File: src/rtl/core/assert_macros.svh
// Assertion helpers used by the core RTL (pts_ctrl).
`ifndef ASSERT_MACROS_SVH
`define ASSERT_MACROS_SVH

// Clocked check, masked while reset is asserted.
`define PTS_ASSERT(lbl, clk, rst_n, prop, msg) \
	lbl: assert property (@(posedge clk) disable iff (!rst_n) prop) \
		else $error(msg);

// Clocked check that also holds during reset.
`define PTS_ASSERT_RST(lbl, clk, prop, msg) \
	lbl: assert property (@(posedge clk) prop) \
		else $error(msg);

`endif

File: src/rtl/core/pts_pkg.sv
// ----------------------------------------------------------------------------
// pts_pkg
// Types, codes and sizes shared by the page timestamp merge scheduler.
// ----------------------------------------------------------------------------
package pts_pkg;

	localparam int MAX_STREAMS = 16;
	localparam int STREAM_W    = 4;
	// the stream field reaches at most 2**STREAM_W streams
	localparam int NUM_CELLS   = (MAX_STREAMS < (1 << STREAM_W)) ? MAX_STREAMS
	                                                             : (1 << STREAM_W);
	localparam int CUR_W       = STREAM_W + 1;
	localparam int COUNT_W     = 5;
	localparam int KIND_W      = 3;
	localparam int CMD_W       = 2;
	localparam int TIME_W      = 64;
	localparam int CNT_W       = $clog2(NUM_CELLS + 1);

	localparam logic [COUNT_W-1:0] COUNT_RESET = COUNT_W'(1);
	localparam logic [COUNT_W-1:0] CELL_LIMIT  = COUNT_W'(NUM_CELLS);
	localparam logic [CNT_W-1:0]   SCAN_LAST   = CNT_W'(NUM_CELLS);
	localparam logic [TIME_W-1:0]  ALL_ONES    = '1;

	// event kinds
	localparam logic [KIND_W-1:0] KIND_START     = 3'd0;
	localparam logic [KIND_W-1:0] KIND_HDR_OK    = 3'd1;
	localparam logic [KIND_W-1:0] KIND_HDR_FAIL  = 3'd2;
	localparam logic [KIND_W-1:0] KIND_PAGE_DONE = 3'd3;
	localparam logic [KIND_W-1:0] KIND_PAGE_FAIL = 3'd4;

	// command codes
	localparam logic [CMD_W-1:0] CMD_FETCH    = 2'd0;
	localparam logic [CMD_W-1:0] CMD_FORWARD  = 2'd1;
	localparam logic [CMD_W-1:0] CMD_FINISHED = 2'd2;

	typedef struct packed {
		logic [KIND_W-1:0]   kind;
		logic [STREAM_W-1:0] stream;
		logic [TIME_W-1:0]   granule;
	} in_t;

	typedef struct packed {
		logic [CMD_W-1:0]    command;
		logic [STREAM_W-1:0] target_stream;
		logic [TIME_W-1:0]   round_time;
	} out_t;

	typedef enum logic [1:0] {
		PH_REFILL  = 2'd0,
		PH_FORWARD = 2'd1,
		PH_DONE    = 2'd2
	} phase_t;

	typedef enum logic [1:0] {
		ST_IDLE,
		ST_SCAN,
		ST_REPLY
	} ctrl_state_t;

	typedef enum logic [2:0] {
		CELL_NOP,
		CELL_START,
		CELL_HDR_OK,
		CELL_HDR_FAIL,
		CELL_PAGE_DONE,
		CELL_PAGE_FAIL
	} cell_op_t;

	// state update broadcast to all cells on an accepted event
	typedef struct packed {
		cell_op_t            op;
		logic [STREAM_W-1:0] stream;
		logic [COUNT_W-1:0]  count;
		logic [TIME_W-1:0]   granule;
	} cell_upd_t;

	// search context held steady during a scan
	typedef struct packed {
		logic [CUR_W-1:0]  cursor;
		logic [TIME_W-1:0] rmin;
	} scan_ctx_t;

	// partial search results handed from cell to cell
	typedef struct packed {
		logic                ref_cur_found;
		logic [STREAM_W-1:0] ref_cur_idx;
		logic                ref0_found;
		logic [STREAM_W-1:0] ref0_idx;
		logic                fwd_found;
		logic [STREAM_W-1:0] fwd_idx;
		logic                min_found;
		logic [STREAM_W-1:0] min_idx;
		logic [TIME_W-1:0]   min_time;
	} scan_t;

	localparam scan_t SCAN_INIT = '{
		ref_cur_found: 1'b0, ref_cur_idx: '0,
		ref0_found:    1'b0, ref0_idx:    '0,
		fwd_found:     1'b0, fwd_idx:     '0,
		min_found:     1'b0, min_idx:     '0,
		min_time:      ALL_ONES
	};

endpackage

File: src/rtl/core/pts_cell.sv
// ----------------------------------------------------------------------------
// pts_cell
// One stream slot: live/needs-header flags and head time, plus one step of
// the search wave that runs down the chain.
// ----------------------------------------------------------------------------
module pts_cell (
	input  logic                          clk,
	input  logic                          arst_n,
	input  logic [pts_pkg::STREAM_W-1:0]  idx,
	input  pts_pkg::cell_upd_t            upd,
	input  pts_pkg::scan_ctx_t            ctx,
	input  pts_pkg::scan_t                scan_in,
	output pts_pkg::scan_t                scan_out
);

	logic                         live_q;
	logic                         needs_q;
	logic [pts_pkg::TIME_W-1:0]   head_q;
	pts_pkg::scan_t               scan_nx;
	pts_pkg::scan_t               scan_q;
	logic                         hit;
	logic                         pend;
	logic                         want_hdr;
	logic                         from_cur;

	assign hit = (upd.stream == idx);

	always_ff @(posedge clk or negedge arst_n) begin
		if (!arst_n) begin
			live_q  <= 1'b0;
			needs_q <= 1'b1;
		end else begin
			unique case (upd.op)
				pts_pkg::CELL_START: begin
					live_q  <= ({1'b0, idx} < upd.count);
					needs_q <= 1'b1;
				end
				pts_pkg::CELL_HDR_OK: begin
					if (hit) needs_q <= 1'b0;
				end
				pts_pkg::CELL_HDR_FAIL: begin
					if (hit) live_q <= 1'b0;
				end
				pts_pkg::CELL_PAGE_DONE: begin
					if (hit) needs_q <= 1'b1;
				end
				pts_pkg::CELL_PAGE_FAIL: begin
					if (hit) begin
						needs_q <= 1'b1;
						live_q  <= 1'b0;
					end
				end
				pts_pkg::CELL_NOP: begin
				end
				default: begin
				end
			endcase
		end
	end

	always_ff @(posedge clk) begin
		if (upd.op == pts_pkg::CELL_HDR_OK && hit) head_q <= upd.granule;
	end

	assign pend     = live_q && !needs_q;
	assign want_hdr = live_q && needs_q;
	assign from_cur = ({1'b0, idx} >= ctx.cursor);

	// for the header and forward searches the first match wins, so an earlier cell's find is never overwritten
	always_comb begin
		scan_nx = scan_in;
		if (want_hdr && from_cur && !scan_in.ref_cur_found) begin
			scan_nx.ref_cur_found = 1'b1;
			scan_nx.ref_cur_idx   = idx;
		end
		if (want_hdr && !scan_in.ref0_found) begin
			scan_nx.ref0_found = 1'b1;
			scan_nx.ref0_idx   = idx;
		end
		if (pend && from_cur && head_q == ctx.rmin && !scan_in.fwd_found) begin
			scan_nx.fwd_found = 1'b1;
			scan_nx.fwd_idx   = idx;
		end
		// strict compare: all-ones heads never count, ties keep the lower index
		if (pend && head_q < scan_in.min_time) begin
			scan_nx.min_found = 1'b1;
			scan_nx.min_idx   = idx;
			scan_nx.min_time  = head_q;
		end
	end

	always_ff @(posedge clk) begin
		scan_q <= scan_nx;
	end

	assign scan_out = scan_q;

endmodule

File: src/rtl/core/pts_ctrl.sv
// ----------------------------------------------------------------------------
// pts_ctrl
// Event decode, scan sequencing and command registers of the merge scheduler.
// ----------------------------------------------------------------------------
`include "assert_macros.svh"

module pts_ctrl (
	input  logic                          clk,
	input  logic                          arst_n,
	input  logic                          start,
	input  pts_pkg::in_t                  item,
	output logic                          busy,
	output logic                          result_valid,
	output pts_pkg::out_t                 result,
	input  logic                          cfg_wen,
	input  logic [pts_pkg::COUNT_W-1:0]   cfg_data,
	output pts_pkg::cell_upd_t            upd,
	output pts_pkg::scan_ctx_t            ctx,
	input  pts_pkg::scan_t                scan_res
);

	pts_pkg::ctrl_state_t                 state_q;
	pts_pkg::ctrl_state_t                 state_nx;
	pts_pkg::phase_t                      phase_q;
	pts_pkg::phase_t                      phase_nx;
	pts_pkg::phase_t                      mode_q;
	logic [pts_pkg::STREAM_W-1:0]         cursor_q;
	logic [pts_pkg::STREAM_W-1:0]         cursor_nx;
	logic [pts_pkg::TIME_W-1:0]           rmin_q;
	logic [pts_pkg::TIME_W-1:0]           rmin_nx;
	logic [pts_pkg::CUR_W-1:0]            scan_cur_q;
	logic [pts_pkg::CNT_W-1:0]            cnt_q;
	logic [pts_pkg::COUNT_W-1:0]          count_q;
	logic [pts_pkg::COUNT_W-1:0]          eff_count;
	logic                                 accept;
	logic                                 is_start;
	logic                                 ev_ok;
	logic                                 scan_end;

	assign accept   = start && !busy;
	assign is_start = (item.kind == pts_pkg::KIND_START);
	assign scan_end = (state_q == pts_pkg::ST_SCAN) && (cnt_q == pts_pkg::SCAN_LAST);

	// events that do not match the pending command are dropped
	always_comb begin
		ev_ok = 1'b0;
		if (phase_q != pts_pkg::PH_DONE && item.stream == cursor_q) begin
			if (phase_q == pts_pkg::PH_REFILL)
				ev_ok = (item.kind == pts_pkg::KIND_HDR_OK) ||
				        (item.kind == pts_pkg::KIND_HDR_FAIL);
			else
				ev_ok = (item.kind == pts_pkg::KIND_PAGE_DONE) ||
				        (item.kind == pts_pkg::KIND_PAGE_FAIL);
		end
	end

	assign eff_count = (count_q > pts_pkg::CELL_LIMIT) ? pts_pkg::CELL_LIMIT : count_q;

	always_comb begin
		upd.op      = pts_pkg::CELL_NOP;
		upd.stream  = item.stream;
		upd.count   = eff_count;
		upd.granule = item.granule;
		if (accept) begin
			if (is_start) begin
				upd.op = pts_pkg::CELL_START;
			end else if (ev_ok) begin
				priority case (item.kind)
					pts_pkg::KIND_HDR_OK:    upd.op = pts_pkg::CELL_HDR_OK;
					pts_pkg::KIND_HDR_FAIL:  upd.op = pts_pkg::CELL_HDR_FAIL;
					pts_pkg::KIND_PAGE_DONE: upd.op = pts_pkg::CELL_PAGE_DONE;
					pts_pkg::KIND_PAGE_FAIL: upd.op = pts_pkg::CELL_PAGE_FAIL;
					default:                 upd.op = pts_pkg::CELL_NOP;
				endcase
			end
		end
	end

	assign ctx.cursor = scan_cur_q;
	assign ctx.rmin   = rmin_q;

	// next command from the finished search wave
	always_comb begin
		phase_nx  = phase_q;
		cursor_nx = cursor_q;
		rmin_nx   = rmin_q;
		priority if (mode_q == pts_pkg::PH_FORWARD && scan_res.fwd_found) begin
			phase_nx  = pts_pkg::PH_FORWARD;
			cursor_nx = scan_res.fwd_idx;
		end else if (mode_q == pts_pkg::PH_REFILL && scan_res.ref_cur_found) begin
			phase_nx  = pts_pkg::PH_REFILL;
			cursor_nx = scan_res.ref_cur_idx;
			rmin_nx   = pts_pkg::ALL_ONES;
		end else if (mode_q == pts_pkg::PH_FORWARD && scan_res.ref0_found) begin
			phase_nx  = pts_pkg::PH_REFILL;
			cursor_nx = scan_res.ref0_idx;
			rmin_nx   = pts_pkg::ALL_ONES;
		end else if (!scan_res.min_found) begin
			phase_nx  = pts_pkg::PH_DONE;
			cursor_nx = '0;
			rmin_nx   = pts_pkg::ALL_ONES;
		end else begin
			phase_nx  = pts_pkg::PH_FORWARD;
			cursor_nx = scan_res.min_idx;
			rmin_nx   = scan_res.min_time;
		end
	end

	always_comb begin
		state_nx = state_q;
		unique case (state_q)
			pts_pkg::ST_IDLE, pts_pkg::ST_REPLY: begin
				if (accept)
					state_nx = (is_start || ev_ok) ? pts_pkg::ST_SCAN : pts_pkg::ST_REPLY;
				else
					state_nx = pts_pkg::ST_IDLE;
			end
			pts_pkg::ST_SCAN: begin
				if (scan_end) state_nx = pts_pkg::ST_REPLY;
			end
			default: state_nx = pts_pkg::ST_IDLE;
		endcase
	end

	always_comb begin
		busy         = (state_q == pts_pkg::ST_SCAN);
		result_valid = (state_q == pts_pkg::ST_REPLY);
	end

	always_ff @(posedge clk or negedge arst_n) begin
		if (!arst_n) begin
			state_q    <= pts_pkg::ST_IDLE;
			phase_q    <= pts_pkg::PH_DONE;
			mode_q     <= pts_pkg::PH_REFILL;
			cursor_q   <= '0;
			rmin_q     <= pts_pkg::ALL_ONES;
			scan_cur_q <= '0;
			cnt_q      <= '0;
			count_q    <= pts_pkg::COUNT_RESET;
		end else begin
			state_q <= state_nx;
			if (cfg_wen) count_q <= cfg_data;
			if (accept) begin
				cnt_q <= '0;
				if (is_start) begin
					mode_q     <= pts_pkg::PH_REFILL;
					scan_cur_q <= '0;
				end else begin
					mode_q     <= phase_q;
					scan_cur_q <= pts_pkg::CUR_W'({1'b0, cursor_q}) + pts_pkg::CUR_W'(1);
				end
			end else if (state_q == pts_pkg::ST_SCAN) begin
				cnt_q <= cnt_q + pts_pkg::CNT_W'(1);
			end
			if (scan_end) begin
				phase_q  <= phase_nx;
				cursor_q <= cursor_nx;
				rmin_q   <= rmin_nx;
			end
		end
	end

	always_comb begin
		unique case (phase_q)
			pts_pkg::PH_REFILL: begin
				result.command       = pts_pkg::CMD_FETCH;
				result.target_stream = cursor_q;
			end
			pts_pkg::PH_FORWARD: begin
				result.command       = pts_pkg::CMD_FORWARD;
				result.target_stream = cursor_q;
			end
			default: begin
				result.command       = pts_pkg::CMD_FINISHED;
				result.target_stream = '0;
			end
		endcase
		result.round_time = rmin_q;
	end

	`PTS_ASSERT(a_start_scans, clk, arst_n, start && !busy && item.kind == pts_pkg::KIND_START |=> busy, "start did not launch a scan")
	`PTS_ASSERT(a_fin_target, clk, arst_n, result_valid && result.command == pts_pkg::CMD_FINISHED |-> result.target_stream == '0, "finished with nonzero stream")
	`PTS_ASSERT(a_fwd_time, clk, arst_n, result_valid && result.command == pts_pkg::CMD_FORWARD |-> result.round_time != pts_pkg::ALL_ONES, "forward without a round minimum")
	`PTS_ASSERT(a_fetch_time, clk, arst_n, result_valid && result.command == pts_pkg::CMD_FETCH |-> result.round_time == pts_pkg::ALL_ONES, "fetch with a round minimum set")
	`PTS_ASSERT_RST(a_reset_quiet, clk, !arst_n |=> !result_valid && !busy, "activity during reset")

endmodule

File: src/rtl/core/page_timestamp_merge_scheduler.sv
// ----------------------------------------------------------------------------
// page_timestamp_merge_scheduler
// Interleaves pages of several streams in granule order: one command per
// data mover event, searched by a wave through a chain of stream cells.
// ----------------------------------------------------------------------------
//  channel   ports                      transfer when
//  event     start, busy, item          start && !busy
//  command   result_valid, result       result_valid (one cycle, no stall)
//  config    cfg_wen, cfg_data          cfg_wen
//
// A start or matching event runs a search wave through the NUM_CELLS cells,
// one cell per cycle while busy; the command shows in the cycle after busy.
// A dropped event skips the scan and goes straight to its command.
// The next event may be taken in the cycle its predecessor's command shows.
// Reset leaves the block finished, no stream live, stream count 1.
// ----------------------------------------------------------------------------
module page_timestamp_merge_scheduler (
	input  logic                          clk,
	input  logic                          arst_n,
	input  logic                          start,
	output logic                          busy,
	input  pts_pkg::in_t                  item,
	output logic                          result_valid,
	output pts_pkg::out_t                 result,
	input  logic                          cfg_wen,
	input  logic [pts_pkg::COUNT_W-1:0]   cfg_data
);

	pts_pkg::cell_upd_t   upd;
	pts_pkg::scan_ctx_t   ctx;
	pts_pkg::scan_t       chain [pts_pkg::NUM_CELLS+1];

	assign chain[0] = pts_pkg::SCAN_INIT;

	pts_ctrl u_ctrl (
		.clk          (clk),
		.arst_n       (arst_n),
		.start        (start),
		.item         (item),
		.busy         (busy),
		.result_valid (result_valid),
		.result       (result),
		.cfg_wen      (cfg_wen),
		.cfg_data     (cfg_data),
		.upd          (upd),
		.ctx          (ctx),
		.scan_res     (chain[pts_pkg::NUM_CELLS])
	);

	for (genvar i = 0; i < pts_pkg::NUM_CELLS; i++) begin : g_cell
		pts_cell u_cell (
			.clk      (clk),
			.arst_n   (arst_n),
			.idx      (pts_pkg::STREAM_W'(i)),
			.upd      (upd),
			.ctx      (ctx),
			.scan_in  (chain[i]),
			.scan_out (chain[i+1])
		);
	end

endmodule

File: config.mk
export PLATFORM = sky130hd
export DESIGN_NAME = page_timestamp_merge_scheduler
export DESIGN_NICKNAME = d
export VERILOG_FILES = /design/src/rtl/core/pts_pkg.sv /design/src/rtl/core/pts_cell.sv /design/src/rtl/core/pts_ctrl.sv /design/src/rtl/core/page_timestamp_merge_scheduler.sv
export VERILOG_INCLUDE_DIRS = /design/src /design/src/rtl/core
export SDC_FILE = /design/constraint.sdc
export NUM_CORES = 2
export LEC_CHECK = 0
export BUFFER_PORTS_ARGS = -buffer_cell sky130_fd_sc_hd__buf_2
export CAP_MARGIN = 20
export CORE_MARGIN = 5
export CORE_UTILIZATION = 50
export CTS_BUF_LIST = sky130_fd_sc_hd__clkbuf_4
export DETAILED_ROUTE_END_ITERATION = 7
export PLACE_DENSITY = 0.66
export SLEW_MARGIN = 20
export SYNTH_ARGS = -nofsm -noshare
export SYNTH_HDL_FRONTEND = slang
export SYNTH_SLANG_ARGS = --single-unit
File: constraint.sdc
create_clock -name clk -period 7.27 [get_ports clk]
set_input_delay 0.3635 -clock clk [delete_from_list [all_inputs] [get_ports clk]]
set_output_delay 0.3635 -clock clk [all_outputs]
set_load 0.005 [all_outputs]
# ---- Word level (Yosys, flattened, before mapping)
# Cells that the tools add are included.
dict set report word_totals {
  regBits 2489
  latch_bits 0
  mem_bits_rw 0
  romBits 0
  in_bits 80
  out_inout_bits 72
  elab_cells 730
  n_memories 0
}
dict set report op_classes {
  n_addsub 2
  mul 0
  div 0
  n_lt_le_gt_ge 49
  n_eq_ne 96
  shifts 0
  n_mux 110
  bitwise_logic 1
  n_reduce_logical 272
}
# cell n
set ops {}
lappend ops {{2-to-1 mux 64 bit} 18}
lappend ops {{equality test 64 bit} 16}
lappend ops {{< comparator 64 bit} 15}
lappend ops {{logical AND 1 bit} 163}
lappend ops {{inequality test 2 x 1 -> 1 bit (second input constant)} 48}
lappend ops {{2-to-1 mux 69 bit} 1}
lappend ops {{< comparator 64 bit (second input constant)} 1}
lappend ops {{zero test 1 bit} 62}
lappend ops {{case mux 1 bit (3 select lines)} 16}
lappend ops {{AND reduction 3 bit} 16}
lappend ops {{>= comparator 4 x 5 -> 1 bit (first input constant)} 8}
lappend ops {{< comparator 4 x 5 -> 1 bit (first input constant)} 8}
lappend ops {{2-to-1 mux 5 bit} 7}
lappend ops {{2-to-1 mux 1 bit} 34}
lappend ops {{AND reduction 2 bit} 17}
lappend ops {{equality test 4 bit (second input constant)} 8}
lappend ops {{case mux 1 bit (2 select lines)} 16}
lappend ops {{>= comparator 3 x 5 -> 1 bit (first input constant)} 4}
lappend ops {{< comparator 3 x 5 -> 1 bit (first input constant)} 4}
lappend ops {{equality test 4 x 3 -> 1 bit (second input constant)} 4}
lappend ops {{2-to-1 mux 2 bit} 8}
lappend ops {{2-to-1 mux 4 bit} 4}
lappend ops {{equality test 3 x 2 -> 1 bit (second input constant)} 4}
lappend ops {{case mux 3 bit (4 select lines)} 1}
lappend ops {{27 further kinds} 47}

# ---- Longest topological paths before layout
dict set report logic_depth {
  word_depth 11
  ltp_mapped 11
  ltp_nobuf 9
}

# ---- Hierarchy
# A second synthesis with hierarchy kept.
dict set report unflattened {
  hier_cells 10182
  hier_area_um2 121098.6
}
# mod n_inst cells_each area_per_inst_um2 seq_area_each_um2
set by_module_without_submodules {}
lappend by_module_without_submodules {pts_cell 16 609 7264.5 3654.8}
lappend by_module_without_submodules {pts_ctrl 1 436 4859.7 2309.7}
lappend by_module_without_submodules {page_timestamp_merge_scheduler 1 2 7.5 0.0}

# ---- Worst setup path after synthesis
# No wires, ideal clock.
dict set report synth_path {
  kind {in2reg}
  startpoint {in item[65] (netlist bit)}
  endpoint {reg g_cell[5].u_cell.head_q[0] (netlist bit), enable pin}
  arrival_ns 6.197
  setup_slack_ns 0.507
  stages 8
  n_path_buf 2
  cell_sequence {clkbuf_1 xnor2_1 o21ai_0 nor4_1 o2111ai_1 or3_1 clkbuf_1 nor3_1}
}
dict set report synth_via {
  elab_chain_cells 8
}
# element line_no
set synth_lines {}
lappend synth_lines {{from (decl)} page_timestamp_merge_scheduler.sv:22} ;# input pts_pkg::in_t item,
lappend synth_lines {{equality test 4 bit} pts_ctrl.sv:47} ;# if (phase_q != pts_pkg::PH_DONE && item.stream == cursor_q) begin
lappend synth_lines {{logical AND 1 bit} pts_ctrl.sv:47}
lappend synth_lines {{2-to-1 mux 1 bit} pts_ctrl.sv:47}
lappend synth_lines {{2-to-1 mux 3 bit} pts_ctrl.sv:67} ;# end else if (ev_ok) begin
lappend synth_lines {{2-to-1 mux 3 bit} pts_ctrl.sv:65} ;# if (is_start) begin
lappend synth_lines {{2-to-1 mux 3 bit} pts_ctrl.sv:64} ;# if (accept) begin
lappend synth_lines {{equality test 3 x 2 -> 1 bit} pts_cell.sv:62} ;# if (upd.op == pts_pkg::CELL_HDR_OK && hit) head_q <= upd.granule;
lappend synth_lines {{logical AND 1 bit (*)} pts_cell.sv:62}
lappend synth_lines {{to (signal assigned)} pts_cell.sv:62}
lappend synth_lines {{to (decl)} pts_cell.sv:18} ;# logic [pts_pkg::TIME_W-1:0] head_q;
# Every way passes the cells marked *; elsewhere a longest branch is shown, timed or not.
# A chain may end at the register's enable or synchronous reset.

==> qor.log <==
INFO  grt            overflow=0
INFO  timing         fin_worst_skew=106.6ps
INFO  timing         post-route-period-util=0.6517
INFO  grt            first_global_vias=79420
INFO  drt            vias_per_cell=6.053
INFO  clock_network  post-cts-setup-buffers=0
INFO  cells_and_area layout-area-overhead-vs-synth=12.79%
INFO  cells_and_area fin_area=0.1260sqmm
INFO  clock_network  tritoncts=built
INFO  placed_design  place_area=0.1160sqmm
INFO  logic_synthesis top_cell_type_s_share_of_synthesized_area=0.2752
INFO  status         outcome=completed
INFO  logic_synthesis ys.warnings.count=0
INFO  setup_path     required=8570ps
INFO  timing         worst_slew_margin_rel=0.1338
INFO  setup_path     cp.buffers_inverters=1
INFO  drt            remaining_drc_errors=0
INFO  setup_path     startpoint=g_cell[1].u_cell.head_q[59]
INFO  placed_design  hpwlAfterDp=339900um
INFO  drt            avgRoutedWirePerCell=34.61um
INFO  grt            grt_start_max_net_pins=67
INFO  placed_design  buffer_ports.inserted=151
INFO  logic_synthesis post-synth-top-area-cell=sky130_fd_sc_hd__edfxtp_1
INFO  setup_path     critical_path_arrival=6040ps
INFO  cells_and_area layout.filler_cells=18940
INFO  clock_network  cell_chosen_for_the_clock_root=sky130_fd_sc_hd__clkbuf_4
INFO  logic_synthesis syn_nets=10310
INFO  timing         achievable-frequency=211.1MHz
INFO  power_and_ir_drop power.total=41.08mW
INFO  die            die_width=482.7um
INFO  placed_design  gp_congestion=1.013
INFO  drt            drtAntennaViolNets=0
INFO  logic_synthesis seq_area_frac_synth=0.5333
INFO  die            core_area=0.2223sqmm
INFO  die            rows=173
INFO  setup_path     crit_family=compound AO/OA/AOI/OAI gates
INFO  setup_path     path_cells=ha_1, a21oi_1, o21ai_0, a2111oi_0, o2111ai_1, nor4b_1, a21boi_4, buf_4, mux2_2
INFO  setup_path     worstReg2RegStart=g_cell[1].u_cell.head_q[59]
INFO  power_and_ir_drop cellLeakagePower=56.07nW
INFO  cells_and_area top_library_cells_by_usage_in_the_layout_fill_and_taps_aside=1284 x sky130_fd_sc_hd__dfxtp_1, 1041 x sky130_fd_sc_hd__clkbuf_4, 1024 x sky130_fd_sc_hd__edfxtp_1
INFO  setup_path     startpoint_type=flop
INFO  logic_synthesis synth_enable_flop_cells=1024
INFO  die            initial_core_util=0.5026
INFO  worst_hold_path worstHoldPathType=in -> reg
INFO  logic_synthesis synth.ff_latch_count=2429
INFO  timing         timing.setup.tns=0ps
INFO  cells_and_area post_route_cells_drive_above_1_share=0.2450
INFO  logic_synthesis synthesis.area=0.1117sqmm
INFO  clock_network  worst_setup_hold_path_clk_slew=70ps
INFO  grt            number_of_antenna_violations_at_the_first_check_in_global_routing=62
INFO  timing         setup_slack=2532ps
INFO  placed_design  preCtsSetupSlack=2908ps
INFO  grt            groute.usage.overall=0.3937
INFO  logic_synthesis synth.lib_cells_used.distinct=72
INFO  die            die-area=0.2330sqmm
INFO  timing         timing_max_transition_violations_final=0
INFO  timing         finalSetupViolations=0
INFO  setup_path     critical_path_sink_type=flop
INFO  logic_synthesis post_synth_inst_count=9283
INFO  logic_synthesis synth.avg_cell_area=12.04squm
INFO  power_and_ir_drop pwr_density_cell=326.0mW/mm^2
INFO  setup_path     cpMaxStageDelayCell=sky130_fd_sc_hd__a2111oi_0
INFO  clock_network  cts_sinks=2429
INFO  power_and_ir_drop vdd.ir_drop.worst=0.2260mV
INFO  cells_and_area most_common_cell_after_layout_fill_and_taps_aside=sky130_fd_sc_hd__dfxtp_1
INFO  clock_network  worst_skew_pair.late_latency=1460ps
INFO  worst_hold_path timing.hold.worst.start=item[47]
INFO  die            chipHeight=482.7um
INFO  clock_network  max-clock-path-buffers=4
INFO  setup_path     max_stage_delay=1000ps
INFO  setup_path     kind_of_critical_path=reg -> reg
INFO  timing         unrepaired_setup_endpoints_after_global_routing=false
INFO  timing         finalCriticalPeriod=4738ps
INFO  clock_network  cts_buffers=656
INFO  drt            final_wirelength=470400um
INFO  clock_network  h-tree-depth=6
INFO  timing         worst_margin_slew=1288ps
INFO  setup_path     critPathMaxFanout=42
INFO  logic_synthesis yosys-top-cells-area=sky130_fd_sc_hd__edfxtp_1 28%, sky130_fd_sc_hd__dfxtp_1 23%, sky130_fd_sc_hd__ha_1 11%, sky130_fd_sc_hd__mux2_2 9.2%, sky130_fd_sc_hd__xor2_1 4.0%
INFO  cells_and_area finalNetCount=11050
INFO  logic_synthesis asyncSetResetFlopFracSynth=0.04981
INFO  grt            wire_length_of_the_first_global_routing_pass=628600um
INFO  logic_synthesis yosys_most_used_dff=sky130_fd_sc_hd__dfxtp_1
INFO  job            drv.max_cap_violation_count=0
INFO  drt            drt_pre_antenna_iters=8
INFO  die            io-pin-count=152
INFO  drt            route.vias.total=82280
INFO  timing         hold_viol=0
INFO  drt            dr.first_iter.drc_count=10950
-- power by group --
group | switching [mW] | internal, mW
combinational | 4.97 | 4.09
sequential | 2.29 | 16.8
clock | 5.97 | 6.95
-- what timing repair did --
| action | 4_1_cts | 5_1_grt |
|---|---|---|
| hold endpoints to repair | 1324 | 0 |
| gates resized for setup | 0 | 0 |
| hold buffers | 102 | 0 |
-- metrics by stage --
step,hold slack [ps],cells,util
2_1_floorplan,67.91,9283,-
3_3_place_gp,391.1,12230,0.5219
3_5_place_dp,391.6,12230,0.5219
4_1_cts,14.02,13520,0.5661
5_1_grt,53.78,13540,0.5663
6_report,139.2,13590,0.5669
-- area by class of cell --
cell class                      count  area, sq um  share of cell area
Antenna cell                       69        172.7            0.001370
Clock buffer                     1041         7815             0.06201
Clock inverter                    148        967.2            0.007675
Inverter                         1021         3832             0.03041
Multi-Input combinational cell   5489        46830              0.3716
Sequential cell                  2429        59600              0.4729
Tap cell                         2975         3722             0.02954
Timing Repair Buffer              421         3082             0.02445
-- worst reg2reg max path: stages (launching register included) --
cell                        delay [ps]
sky130_fd_sc_hd__edfxtp_1          450
sky130_fd_sc_hd__ha_1              320
sky130_fd_sc_hd__a21oi_1           150
sky130_fd_sc_hd__o21ai_0           120
sky130_fd_sc_hd__a2111oi_0        1000
sky130_fd_sc_hd__o2111ai_1         340
sky130_fd_sc_hd__nor4b_1           890
sky130_fd_sc_hd__a21boi_4          440
sky130_fd_sc_hd__buf_4             470
sky130_fd_sc_hd__mux2_2            430
-- layer usage --
layer | part of all wire | GRT usage | vias up
met5 | 0.00076 | 0.01185 | -
met4 | 0.088 | 0.2858 | 16
met3 | 0.11 | 0.1173 | 1678
met2 | 0.44 | 0.6021 | 5704
met1 | 0.36 | 0.4723 | 40110
li1 | - | - | 34770
-- cells in the mapped netlist, types with 14 or more instances --
| cell | instances |
|---|---|
| sky130_fd_sc_hd__o22ai_1 | 14 |
| sky130_fd_sc_hd__xnor2_1 | 483 |
| sky130_fd_sc_hd__nor2b_1 | 50 |
| sky130_fd_sc_hd__o21a_1 | 34 |
| sky130_fd_sc_hd__xor2_1 | 513 |
| sky130_fd_sc_hd__or3_1 | 25 |
| sky130_fd_sc_hd__o21bai_1 | 26 |
| sky130_fd_sc_hd__mux2_1 | 43 |
| sky130_fd_sc_hd__inv_1 | 1020 |
| sky130_fd_sc_hd__o22a_1 | 64 |
| sky130_fd_sc_hd__dfxtp_1 | 1284 |
| sky130_fd_sc_hd__ha_1 | 948 |
| sky130_fd_sc_hd__and4_1 | 44 |
| sky130_fd_sc_hd__buf_4 | 73 |
| sky130_fd_sc_hd__nand3_1 | 114 |
| sky130_fd_sc_hd__nand2_1 | 251 |
| sky130_fd_sc_hd__o221ai_1 | 14 |
| sky130_fd_sc_hd__a21oi_1 | 356 |
| sky130_fd_sc_hd__nand4_1 | 303 |
| sky130_fd_sc_hd__nor4_1 | 198 |
| sky130_fd_sc_hd__nor2_1 | 176 |
| sky130_fd_sc_hd__dfrtp_1 | 39 |
| sky130_fd_sc_hd__or2_2 | 120 |
| sky130_fd_sc_hd__a221oi_1 | 57 |
| sky130_fd_sc_hd__a2111oi_0 | 24 |
| sky130_fd_sc_hd__nor3_1 | 95 |
| sky130_fd_sc_hd__edfxtp_1 | 1024 |
| sky130_fd_sc_hd__mux2_2 | 913 |
| sky130_fd_sc_hd__a21o_1 | 55 |
| sky130_fd_sc_hd__dfstp_2 | 82 |
| sky130_fd_sc_hd__a211oi_1 | 38 |
| sky130_fd_sc_hd__clkbuf_1 | 188 |
| sky130_fd_sc_hd__nand2b_1 | 116 |
| sky130_fd_sc_hd__o21ai_0 | 202 |
| sky130_fd_sc_hd__nor4b_1 | 20 |
| sky130_fd_sc_hd__and2_1 | 43 |
| sky130_fd_sc_hd__buf_2 | 60 |
-- state kept, by name, indices dropped and copies added (netlist names), 4 cells and up --
name / count
g_cell.u_cell.head_q: 1024
g_cell.u_cell.live_q: 16
g_cell.u_cell.needs_q: 16
g_cell.u_cell.scan_out: 1284
u_ctrl.cnt_q: 5
u_ctrl.count_q: 5
u_ctrl.cursor_q: 4
u_ctrl.rmin_q: 64
u_ctrl.scan_cur_q: 5
-- kinds of logic (layout without fill, tap and decap cells) --
group / after synthesis / count (layout) / share of synthesized area
muxes: 969 / 969 / 0.09752
AOI/OAI and AO/OA: 973 / 973 / 0.05525
adders and majority gates: 948 / 948 / 0.1062
xor gates and xnor gates: 996 / 996 / 0.07808
buffers and inverters: 1365 / 2631 / 0.04965
DFF: 2429 / 2429 / 0.5333
and+or+nand+nor: 1603 / 1603 / 0.08004
other: 0 / 69 / 0
-- final timing paths --
check / end / slack (ps) / depth (start not counted)
max in group asynchronous: g_cell[3].u_cell.live_q / 6120 / 4
setup reg to reg: g_cell[1].u_cell.scan_out[49] / 2530 / 9
hold / removal: g_cell[0].u_cell.head_q[47] / 140 / 3
min in group asynchronous: u_ctrl.rmin_q[16] / 260 / 3
hold reg to reg: g_cell[2].u_cell.scan_out[75] / 380 / 1
setup / recovery: g_cell[1].u_cell.scan_out[49] / 2530 / 9
No activity file was read; power rests on OpenSTA's default activity.
